### config.mk
export PLATFORM = sky130hd
export DESIGN_NAME = pixel_row_packer_to_cnn_banks_core
export DESIGN_NICKNAME = d
export VERILOG_FILES = /design/src/rtl/prpk_pkg.sv /design/src/rtl/prpk_decode.sv /design/src/rtl/prpk_packer.sv /design/src/rtl/pixel_row_packer_to_cnn_banks_core.sv
export SDC_FILE = /design/constraint.sdc
export NUM_CORES = 1
export LEC_CHECK = 0
export BUFFER_PORTS_ARGS = -buffer_cell sky130_fd_sc_hd__buf_2
export CORE_ASPECT_RATIO = 1.5
export CORE_MARGIN = 2
export CORE_UTILIZATION = 25
export DETAILED_ROUTE_END_ITERATION = 12
export PLACE_DENSITY_LB_ADDON = 0.12
export SLEW_MARGIN = 40
export SYNTH_ARGS = -nofsm -noshare
export SYNTH_HDL_FRONTEND = slang
export SYNTH_SLANG_ARGS = --single-unit
export TNS_END_PERCENT = 30
### constraint.sdc
create_clock -name clk_i -period 8.9 [get_ports clk_i]
set_clock_uncertainty 0.1 [all_clocks]
set_input_delay 1.78 -clock clk_i [delete_from_list [all_inputs] [get_ports clk_i]]
set_output_delay 1.78 -clock clk_i [all_outputs]
set_load 0.02 [all_outputs]
### src/rtl/prpk_pkg.sv
// Shared types and constants for the pixel row packer.
`timescale 1ns / 1ps
`default_nettype none
package prpk_pkg;

  // Field widths fixed by the interface
  localparam int unsigned PixelBitsW = 32;
  localparam int unsigned WordW      = 32;
  localparam int unsigned BankW      = 4;
  localparam int unsigned WordIdxW   = 13;
  localparam int unsigned CountW     = 10;
  localparam int unsigned CfgIdxW    = 4;
  localparam int unsigned CfgDataW   = 10;

  localparam int unsigned RegionWordsDefault = 7744;
  localparam int unsigned RegionW            = 14;

  localparam logic [WordW-1:0]    SignFlip   = 32'h8080_8080;
  localparam logic [7:0]          PatternRed = 8'd133;
  localparam logic [7:0]          Rgb565RMask = 8'hF8;
  localparam logic [7:0]          Rgb565GMask = 8'hE0;
  localparam logic [WordIdxW-1:0] PtrMax     = '1;
  localparam logic [CountW-1:0]   WidthReset = 10'd352;

  // Configuration register indexes
  localparam logic [CfgIdxW-1:0] CfgPixelFormat = 4'd0;
  localparam logic [CfgIdxW-1:0] CfgImageWidth  = 4'd1;

  typedef enum logic [1:0] {
    FMT_RGB888  = 2'd0,
    FMT_RGB565  = 2'd1,
    FMT_PATTERN = 2'd2
  } pixel_format_e;

  typedef struct packed {
    logic [PixelBitsW-1:0] pixel_bits;
    logic                  frame_start;
  } pixel_t;

  typedef struct packed {
    logic [BankW-1:0]    bank_index;
    logic [WordIdxW-1:0] word_index;
    logic [WordW-1:0]    write_word;
    logic                out_of_range;
  } result_t;

  typedef struct packed {
    logic [7:0] red;
    logic [7:0] green;
    logic [7:0] blue;
  } rgb_t;

endpackage
`default_nettype wire

### src/rtl/prpk_decode.sv
// Pixel decoder: turns one pixel word into red, green and blue bytes.
`timescale 1ns / 1ps
`default_nettype none
module prpk_decode (
  input  var prpk_pkg::pixel_format_e           pixel_format_i,
  input  var logic [prpk_pkg::PixelBitsW-1:0]   pixel_bits_i,
  input  var logic [prpk_pkg::CountW-1:0]       column_i,
  input  var logic [prpk_pkg::CountW-1:0]       row_i,
  output prpk_pkg::rgb_t                        rgb_o
);
  import prpk_pkg::*;

  logic [7:0] byte0;
  logic [7:0] byte1;

  assign byte0 = pixel_bits_i[7:0];
  assign byte1 = pixel_bits_i[15:8];

  // Select channel bytes by format; the unused code falls back to RGB888
  always_comb begin
    case (pixel_format_i)
      FMT_PATTERN: begin
        rgb_o.red   = PatternRed;
        rgb_o.green = column_i[8:1];
        rgb_o.blue  = row_i[8:1];
      end
      FMT_RGB565: begin
        rgb_o.red   = byte0 & Rgb565RMask;
        rgb_o.green = {byte0[2:0], 5'b0} | {3'b0, byte1[7:5], 2'b0};
        rgb_o.blue  = {byte1[4:0], 3'b0};
      end
      default: begin
        rgb_o.red   = pixel_bits_i[7:0];
        rgb_o.green = pixel_bits_i[15:8];
        rgb_o.blue  = pixel_bits_i[23:16];
      end
    endcase
  end

endmodule
`default_nettype wire

### src/rtl/prpk_packer.sv
// Byte packer with row/column counters and per-row-group word pointers.
`timescale 1ns / 1ps
`default_nettype none
module prpk_packer #(
  parameter int unsigned REGION_WORDS = prpk_pkg::RegionWordsDefault
) (
  input  var logic                            clk_i,
  input  var logic                            rst_ni,
  input  var logic                            fire_i,
  input  var logic                            frame_start_i,
  input  var prpk_pkg::rgb_t                  rgb_i,
  input  var logic [prpk_pkg::CountW-1:0]     image_width_i,
  output logic [prpk_pkg::CountW-1:0]         column_o,
  output logic [prpk_pkg::CountW-1:0]         row_o,
  output logic                                produced_o,
  output prpk_pkg::result_t                   result_o
);
  import prpk_pkg::*;

  localparam logic [RegionW-1:0] RegionLimit = RegionW'(REGION_WORDS);

  logic [CountW-1:0]   col_q, col_d;
  logic [CountW-1:0]   row_q, row_d;
  logic [23:0]         pend_q, pend_d;
  logic [WordIdxW-1:0] ptr_q [4];
  logic [WordIdxW-1:0] ptr_d [4];

  logic [23:0]         pend_e;
  logic [1:0]          phase;
  logic [1:0]          group;
  logic [WordIdxW-1:0] ptr;
  logic [WordW-1:0]    word;
  logic [BankW-1:0]    group_base;
  logic [CountW:0]     col_next;

  // Apply frame start ahead of this pixel
  assign column_o = frame_start_i ? '0 : col_q;
  assign row_o    = frame_start_i ? '0 : row_q;
  assign pend_e   = frame_start_i ? '0 : pend_q;
  assign phase    = column_o[1:0];
  assign group    = row_o[1:0];
  assign ptr      = frame_start_i ? '0 : ptr_q[group];

  // Assemble the word for this column phase
  always_comb begin
    word = '0;
    case (phase)
      2'd1: word = {rgb_i.red, pend_e[23:0]};
      2'd2: word = {rgb_i.green, rgb_i.red, pend_e[15:0]};
      2'd3: word = {rgb_i.blue, rgb_i.green, rgb_i.red, pend_e[7:0]};
      default: word = '0;
    endcase
  end

  assign produced_o = (phase != 2'd0);
  assign group_base = {1'b0, group, 1'b0} + {2'b0, group};

  assign result_o.bank_index   = group_base + {2'b0, phase} - BankW'(1);
  assign result_o.word_index   = ptr;
  assign result_o.write_word   = word ^ SignFlip;
  assign result_o.out_of_range = ({1'b0, ptr} >= RegionLimit);

  // Next pending bytes, pointers and counters
  assign col_next = {1'b0, column_o} + (CountW+1)'(1);

  always_comb begin
    case (phase)
      2'd0: pend_d = {rgb_i.blue, rgb_i.green, rgb_i.red};
      2'd1: pend_d = {8'h00, rgb_i.blue, rgb_i.green};
      2'd2: pend_d = {16'h0000, rgb_i.blue};
      default: pend_d = '0;
    endcase

    for (int g = 0; g < 4; g++) begin
      ptr_d[g] = frame_start_i ? '0 : ptr_q[g];
    end
    if (phase == 2'd3 && ptr != PtrMax) begin
      ptr_d[group] = ptr + WordIdxW'(1);
    end

    if (col_next >= {1'b0, image_width_i}) begin
      col_d = '0;
      row_d = row_o + CountW'(1);
    end else begin
      col_d = col_next[CountW-1:0];
      row_d = row_o;
    end
  end

  // Advance state on each consumed pixel
  always_ff @(posedge clk_i or negedge rst_ni) begin
    if (!rst_ni) begin
      col_q  <= '0;
      row_q  <= '0;
      pend_q <= '0;
      for (int g = 0; g < 4; g++) begin
        ptr_q[g] <= '0;
      end
    end else if (fire_i) begin
      col_q  <= col_d;
      row_q  <= row_d;
      pend_q <= pend_d;
      for (int g = 0; g < 4; g++) begin
        ptr_q[g] <= ptr_d[g];
      end
    end
  end

endmodule
`default_nettype wire

### src/rtl/pixel_row_packer_to_cnn_banks_core.sv
// Top level of the pixel row packer: handshakes, configuration and pipeline registers.
`timescale 1ns / 1ps
`default_nettype none
// Takes one camera pixel per transaction and emits 32-bit bank writes of four
// signed bytes: every four pixels of a row give three words, routed to bank
// 3 * (row mod 4) + word phase at the row group's word pointer. One pixel is
// taken per clock in steady state unless the output stalls; a pixel passes an
// input register and then a result register before its result is presented.
// The first pixel of each four-pixel group produces no write. Words past
// REGION_WORDS come out flagged with out_of_range and must not be written.
// Configuration writes are always accepted and should be issued while idle.
module pixel_row_packer_to_cnn_banks_core #(
  parameter int unsigned REGION_WORDS = prpk_pkg::RegionWordsDefault
) (
  input  var logic                           clk_i,
  input  var logic                           rst_ni,
  input  var logic                           in_valid_i,
  output logic                               in_stall_o,
  input  var prpk_pkg::pixel_t               in_data_i,
  output logic                               out_valid_o,
  input  var logic                           out_stall_i,
  output prpk_pkg::result_t                  out_data_o,
  input  var logic                           cfg_valid_i,
  output logic                               cfg_ready_o,
  input  var logic [prpk_pkg::CfgIdxW-1:0]   cfg_index_i,
  input  var logic [prpk_pkg::CfgDataW-1:0]  cfg_data_i
);
  import prpk_pkg::*;

  pixel_format_e     fmt_q;
  logic [CountW-1:0] width_q;

  logic     in_valid_q;
  pixel_t   in_data_q;
  logic     out_valid_q;
  result_t  out_data_q;

  logic              out_free;
  logic              fire;
  logic              produced;
  result_t           result;
  rgb_t              rgb;
  logic [CountW-1:0] column;
  logic [CountW-1:0] row;

  assign cfg_ready_o = 1'b1;

  // Hold configuration registers
  always_ff @(posedge clk_i or negedge rst_ni) begin
    if (!rst_ni) begin
      fmt_q   <= FMT_RGB888;
      width_q <= WidthReset;
    end else if (cfg_valid_i) begin
      if (cfg_index_i == CfgPixelFormat) begin
        fmt_q <= pixel_format_e'(cfg_data_i[1:0]);
      end else if (cfg_index_i == CfgImageWidth) begin
        width_q <= cfg_data_i[CountW-1:0];
      end
    end
  end

  // Consume the staged pixel when its result has somewhere to go or it produces no result
  assign out_free   = !out_valid_q || !out_stall_i;
  assign fire       = in_valid_q && (out_free || !produced);
  assign in_stall_o = in_valid_q && !fire;

  // Input register
  always_ff @(posedge clk_i or negedge rst_ni) begin
    if (!rst_ni) begin
      in_valid_q <= 1'b0;
    end else if (!in_stall_o) begin
      in_valid_q <= in_valid_i;
    end
  end

  always_ff @(posedge clk_i) begin
    if (in_valid_i && !in_stall_o) begin
      in_data_q <= in_data_i;
    end
  end

  prpk_decode u_decode (
    .pixel_format_i (fmt_q),
    .pixel_bits_i   (in_data_q.pixel_bits),
    .column_i       (column),
    .row_i          (row),
    .rgb_o          (rgb)
  );

  prpk_packer #(
    .REGION_WORDS (REGION_WORDS)
  ) u_packer (
    .clk_i         (clk_i),
    .rst_ni        (rst_ni),
    .fire_i        (fire),
    .frame_start_i (in_data_q.frame_start),
    .rgb_i         (rgb),
    .image_width_i (width_q),
    .column_o      (column),
    .row_o         (row),
    .produced_o    (produced),
    .result_o      (result)
  );

  // Result register
  always_ff @(posedge clk_i or negedge rst_ni) begin
    if (!rst_ni) begin
      out_valid_q <= 1'b0;
    end else if (out_free) begin
      out_valid_q <= fire && produced;
    end
  end

  always_ff @(posedge clk_i) begin
    if (out_free && fire && produced) begin
      out_data_q <= result;
    end
  end

  assign out_valid_o = out_valid_q;
  assign out_data_o  = out_data_q;

endmodule
`default_nettype wire
Word-level counts from Yosys, hierarchy flattened
Index checks and enable logic that the tools add are counted.

word-level totals
  logic and storage cells = 78
  output and inout port bits = 53
  flip-flop bits (word level) = 185

operators by class
  eq/ne operators = 7
  multiplexer cells = 20
  order comparisons = 4
  $add $sub $neg = 6
  bitwise logic cells = 4
  reduce and logical (&&, ||, !) cells = 20

operators with widths
  kind                                                       number
  2-to-1 mux 13 bit                                          8
  one-hot mux 32 bit (3 select lines)                        1
  one-hot mux 24 bit (3 select lines)                        1
  bitwise mux 52 bit                                         1
  2-to-1 mux 52 bit                                          1
  one-hot mux 24 bit (2 select lines)                        1
  2-to-1 mux 10 bit                                          4
  binary-select mux 13 bit (select 2 bit)                    1
  demux 13 bit (select 2 bit)                                1
  2-to-1 mux 24 bit                                          1
  adder 13 x 1 -> 13 bit, second input constant              1
  greater-or-equal comparator 13 bit, second input constant  1
  inequality test 13 bit, second input constant              1
  adder 10 x 1 -> 11 bit, second input constant              1
  greater-or-equal comparator 11 x 10 -> 1 bit               1
  adder 10 x 1 -> 10 bit, second input constant              1
  logical AND 1 bit                                          8
  OR 8 x 5 -> 8 bit                                          1
  == test 2 bit, second input constant                       3
  logical NOT 1 bit                                          5
  adder 3 x 2 -> 4 bit                                       1
  adder 4 x 2 -> 4 bit                                       1
  == test 2 x 1 -> 1 bit, second input constant              2
  == test 4 x 1 -> 1 bit, second input constant              1
  12 further kinds                                           13

Depth between registers and ports, before layout
  word-level depth = 9
  mapped depth = 21
  mapped depth without buffers = 14

Cells and area by module
From an unflattened synthesis, not the netlist that was laid out.

unflattened totals
  cells, all modules = 874
  area total of the unflattened synthesis = 9683.0 sq um

modules (own cells, without submodules)
  module                              area each (sq um)  cells an instance  times used  seq. area each (sq um)
  prpk_packer                         6246.0             691                1           2402.3
  pixel_row_packer_to_cnn_banks_core  3085.5             124                1           2846.5
  prpk_decode                         351.6              59                 1           0.0

Worst setup path after synthesis
OpenSTA, ideal clock, no wires.

  kind = input -> register
  start point = input port out_stall_i
  end point = register out_data_q, in the netlist out_data_o[0], enable pin
  stages = 6
  data arrival time = 4743 ps
  data required time = 8342 ps
  path buffers = 3
  path slack = 3599 ps
  setup time = 458 ps
  cells stage by stage = nand2_1 o21ai_0 clkbuf_1 clkbuf_1 buf_1 nor2_1

on the way
  word-level cells in the longest chain between the ends = 6

RTL lines
  element                              line                                       text
  start: declaration                   pixel_row_packer_to_cnn_banks_core.sv:21   input var logic out_stall_i,
  logical NOT 1 bit (*)                pixel_row_packer_to_cnn_banks_core.sv:63   assign out_free = !out_valid_q || !out_stall_i;
  logical OR 1 bit (*)                 pixel_row_packer_to_cnn_banks_core.sv:63
  logical OR 1 bit                     pixel_row_packer_to_cnn_banks_core.sv:64   assign fire = in_valid_q && (out_free || !produced);
  logical AND 1 bit                    pixel_row_packer_to_cnn_banks_core.sv:64
  logical AND 1 bit (*) (2 in series)  pixel_row_packer_to_cnn_banks_core.sv:115  if (out_free && fire && produced) begin
  end signal: assignment               pixel_row_packer_to_cnn_banks_core.sv:116  out_data_q <= result;
  end: declaration                     pixel_row_packer_to_cnn_banks_core.sv:36   result_t out_data_q;

Mark *: on every way between the ends. The rest lies on a longest branch, timed or not.
A chain may end at the register's enable or synchronous reset.

Final worst setup path
  start point = register in_data_q[0] in the netlist's numbering
  end point = output port in_stall_o

on the way
  word-level cells in the longest chain between the ends = 7

RTL lines
  element                   line                                      text
  start: declaration        pixel_row_packer_to_cnn_banks_core.sv:34  pixel_t in_data_q;
  start signal: assignment  pixel_row_packer_to_cnn_banks_core.sv:78  in_data_q <= in_data_i;
  2-to-1 mux 10 bit         prpk_packer.sv:37                         assign column_o = frame_start_i ? '0 : col_q;
  nonzero test 2 bit        prpk_packer.sv:55                         assign produced_o = (phase != 2'd0);
  logical NOT 1 bit         pixel_row_packer_to_cnn_banks_core.sv:64
  logical OR 1 bit          pixel_row_packer_to_cnn_banks_core.sv:64
  logical AND 1 bit         pixel_row_packer_to_cnn_banks_core.sv:64
  logical NOT 1 bit         pixel_row_packer_to_cnn_banks_core.sv:65  assign in_stall_o = in_valid_q && !fire;
  logical AND 1 bit         pixel_row_packer_to_cnn_banks_core.sv:65
  end: declaration          pixel_row_packer_to_cnn_banks_core.sv:18  output logic in_stall_o,

Every way passes these cells.

==> impl_metrics.py <==
metrics = {
    "status": {
        "outcome": "completed",
    },
    "sta": {
        "fin_worst_hold_slack_ns": 0.372,
        "grt_setup_unrepaired": "no",
        "final.period_utilization": 0.554,
        "timing_hold_violations_final": 0,
        "worst_pin_slew_ns": 0.879,
        "finalSetupViolations": 0,
        "timing.final.max_slew_violations": 0,
        "post-route-worst-setup-slack_ns": 3.97,
        "totalNegativeSetupSlack_ns": 0,
        "fin_crit_ns": 4.93,
        "maxClockFrequency_mhz": 203,
        "timing.slew.headroom": 0.412,
    },
    "cts": {
        "numClockSinks": 184,
        "clockBufferDepth": 2,
        "clk_transition_reported_paths_ns": 0.07,
        "cts.root.buffer_cell": "sky130_fd_sc_hd__clkbuf_16",
        "postCtsResizedCells": 0,
        "htree_levels": 4,
        "post_cts_hold_buffer_count": 0,
        "cts_buffers": 17,
        "cts.repair_timing.setup_buffer_count": 0,
        "cts_tree": "built",
        "source_to_sink_clock_delay_at_the_later_pin_of_the_worst_skew_pair_ns": 0.45,
    },
    "power_and_ir_drop": {
        "power_density_nw_per_um2": 235,
        "power.ir.vdd_worst_mv": 0.0962,
        "static-leakage-power_nw": 4.34,
    },
    "worst_setup_path": {
        "critPathMaxFanout": 36,
        "critPathArrivalTime_ns": 3.05,
        "setup.worst_path.start_class": "flip-flop",
        "path_buf_inv": 6,
        "critical-path-slowest-cell": "sky130_fd_sc_hd__nor2b_2",
        "critPathMostFrequentCell": "sky130_fd_sc_hd__buf_4",
        "path_class": "reg2out",
        "critical-path-top-delay-family": "buffers and inverters",
        "critPathMaxStageDelay_ns": 0.42,
        "crit_required_ns": 7.02,
        "crit_chain": "buf_4, buf_4, nor2b_2, inv_1, ha_1, buf_4, nor2_1, nand2_1, inv_1, buf_2",
        "timing.critical_path.to_type": "primary output",
    },
    "yosys": {
        "synth_fa_ha_area_frac": 0.0389,
        "synth-main-ff-cell": "sky130_fd_sc_hd__dfrtp_1",
        "synth-compound-area-share": 0.181,
        "flip_flop_and_latch_count_after_synthesis": 184,
        "synth_seq_area_share": 0.541,
        "largest_family_of_logic_cells_by_synthesized_area": "compound AO/OA/AOI/OAI gates",
        "syn_area_um2": 9210,
        "yosysTopAreaCellShare": 0.288,
        "yosys_cell_types": 69,
        "syn_avg_cell_area_um2": 11.0,
        "synthMuxAreaShare": 0.0405,
        "synth_simple_gate_area_share": 0.140,
        "async_flop_share": 0.592,
        "yosys_warnings": 0,
        "netlist.top_cell.by_area": "sky130_fd_sc_hd__dfrtp_1",
        "synthesis.instances": 837,
        "synth_top_cells_by_area": "sky130_fd_sc_hd__dfrtp_1 29%, sky130_fd_sc_hd__edfxtp_1 24%, sky130_fd_sc_hd__nand2_1 4.0%",
        "xor_and_xnor_area_share_after_synthesis": 0.0162,
        "synth_nets": 917,
        "synth_edf_count": 75,
    },
    "finish": {
        "highest_count_cells_in_the_layout_ignoring_fill_and_taps": "106 x sky130_fd_sc_hd__dfrtp_1, 98 x sky130_fd_sc_hd__nand2_1, 94 x sky130_fd_sc_hd__buf_2, 75 x sky130_fd_sc_hd__edfxtp_1, 54 x sky130_fd_sc_hd__o21ai_0",
        "layout-drive-gt1-share": 0.200,
        "layout.cell_area.non_filler_um2": 10800,
        "area_growth_pct": 17.1,
        "layout_commonest_cell": "sky130_fd_sc_hd__dfrtp_1",
        "post_layout_nonfiller_instances": 1405,
        "final_net_count": 988,
        "antenna_cells": 0,
    },
    "drt": {
        "routed-wl-met3_um": 831,
        "dr_wl_met2_mm": 15.6,
        "drt-initial-drc-count": 419,
        "remaining_drc_errors": 0,
        "avgRoutedWirePerCell_um": 20.3,
        "detail_route.wirelength_mm": 28.5,
        "detailedRoute.firstPassIterationCount": 8,
        "route.layer.met1.wl_mm": 11.5,
        "antenna_left": 0,
        "detailroute.via_count": 6823,
        "route.detailed.vias_per_inst": 4.86,
        "top_signal_layer_used": "met4",
    },
    "place": {
        "gp_congestion": 0.756,
        "dp.cells": 1373,
        "place.port_buffers": 95,
        "place_worst_setup_slack_ns": 3.94,
        "dpl_cell_area_um2": 10200,
        "detailedPlacementHpwl_mm": 19.8,
    },
    "die": {
        "design.portCount": 105,
        "initial_core_util": 0.252,
        "die_h_um": 239,
        "chipWidth_um": 161,
        "rows": 86,
        "fp.dieArea_um2": 38400,
        "coreArea_um2": 36600,
    },
    "global_routing": {
        "grt-ovfl-total": 0,
        "grt_start_max_net_pins": 67,
        "global_route.usage.total": 0.154,
        "initial_antenna_violation_count": 0,
        "via_count_of_the_first_global_routing_pass": 6993,
        "grt_first_pass_wirelength_mm": 44.4,
    },
    "run": {
        "cap_viol_max_count": 0,
    },
    "worst_hold_path": {
        "hold_class": "reg2reg",
    },
}
power by group:
part	internal, mW	total, mW	switching [mW]
logic	0.205	0.655	0.450
registers	1.02	1.09	0.0667
clock network	0.443	0.794	0.351
total	1.67	2.54	0.868
worst paths after layout:
path | startpoint | to | slack [ns] | cells after the start
max | in_data_q[0]$_DFFE_PP_ | in_stall_o | 3.97 | 10
min | u_packer.pend_q[15]$_DFFE_PN0P_ | u_packer.pend_q[15]$_DFFE_PN0P_ | 0.37 | 2
max reg2reg | in_data_q[0]$_DFFE_PP_ | u_packer.row_q[8]$_DFFE_PN0P_ | 4.14 | 17
min reg2reg | u_packer.pend_q[15]$_DFFE_PN0P_ | u_packer.pend_q[15]$_DFFE_PN0P_ | 0.37 | 2
max in group asynchronous | rst_ni | u_packer.ptr_q[25]$_DFFE_PN0P_ | 6.33 | 2
min in group asynchronous | rst_ni | width_q[9]$_DFFE_PN0P_ | 1.25 | 1
final cells by class:
type / instances / area, µm²
clock buffer: 20 / 437
tap: 484 / 606
fill: 3869 / 25800
clock inverter: 12 / 154
inverter: 32 / 120
timing repair buffer: 111 / 602
multi-input combinational: 562 / 3880
sequential: 184 / 4980
worst register-to-register path, stage by stage, from the launching register on:
cell                       delay, ns
sky130_fd_sc_hd__edfxtp_1       0.36
sky130_fd_sc_hd__buf_4          0.25
sky130_fd_sc_hd__buf_4          0.34
sky130_fd_sc_hd__nand2b_1       0.30
sky130_fd_sc_hd__inv_1          0.29
sky130_fd_sc_hd__ha_1           0.24
sky130_fd_sc_hd__buf_4          0.36
sky130_fd_sc_hd__nand3_1        0.15
sky130_fd_sc_hd__xor2_1         0.17
sky130_fd_sc_hd__nor2_1         0.17
sky130_fd_sc_hd__ha_1           0.27
sky130_fd_sc_hd__a21o_1         0.16
sky130_fd_sc_hd__a21o_1         0.16
sky130_fd_sc_hd__a21oi_1        0.12
sky130_fd_sc_hd__o21ai_0        0.21
sky130_fd_sc_hd__a31oi_1        0.67
sky130_fd_sc_hd__mux2i_1        0.25
sky130_fd_sc_hd__o21ai_0        0.08
cell families after synthesis:
logic type | count (synthesis)
AO/OA/AOI/OAI | 224
XOR/XNOR | 17
adder cells (fa/ha/maj) | 28
buffers and inverters | 91
flip-flops | 184
multiplexers | 27
other | 1
AND/OR/NAND/NOR | 265
registers in the layout (all words and copies together) (netlist names):
name             flops
out_data_o          50
in_data_q           25
u_packer.col_q      10
width_q             10
u_packer.row_q       9
u_packer.pend_q     24
in_valid_q           1
out_valid_o          1
u_packer.ptr_q      52
fmt_q                2
stage by stage:
stage | total power, mW | util
3_5_place_dp | 1.77 | 0.278
6_report | 2.54 | 0.295
5_1_grt | 2.68 | 0.295
4_1_cts | 2.58 | 0.295
2_1_floorplan | 1.53 | -
3_3_place_gp | 1.77 | 0.278
synth_stat cells, drive strengths merged (12+ instances only):
cell    number
nand3       22
dfrtp      106
a32o        21
nand2       98
inv         32
nand2b      16
nor2        52
a22o        23
a21oi       22
ha          27
edfxtp      75
and2        15
clkbuf      37
nor2b       17
a222oi      22
buf         22
mux2        12
nor3        13
o21ai       60
a22oi       27
per-layer routing:
layer	track usage	vias to the layer above
met3	0.0267	24
met4	0.0503	0
met1	0.176	3391
met2	0.289	158
li1	-	3250
met5	0	-
Note: power is estimated with default switching activity, not from simulation.
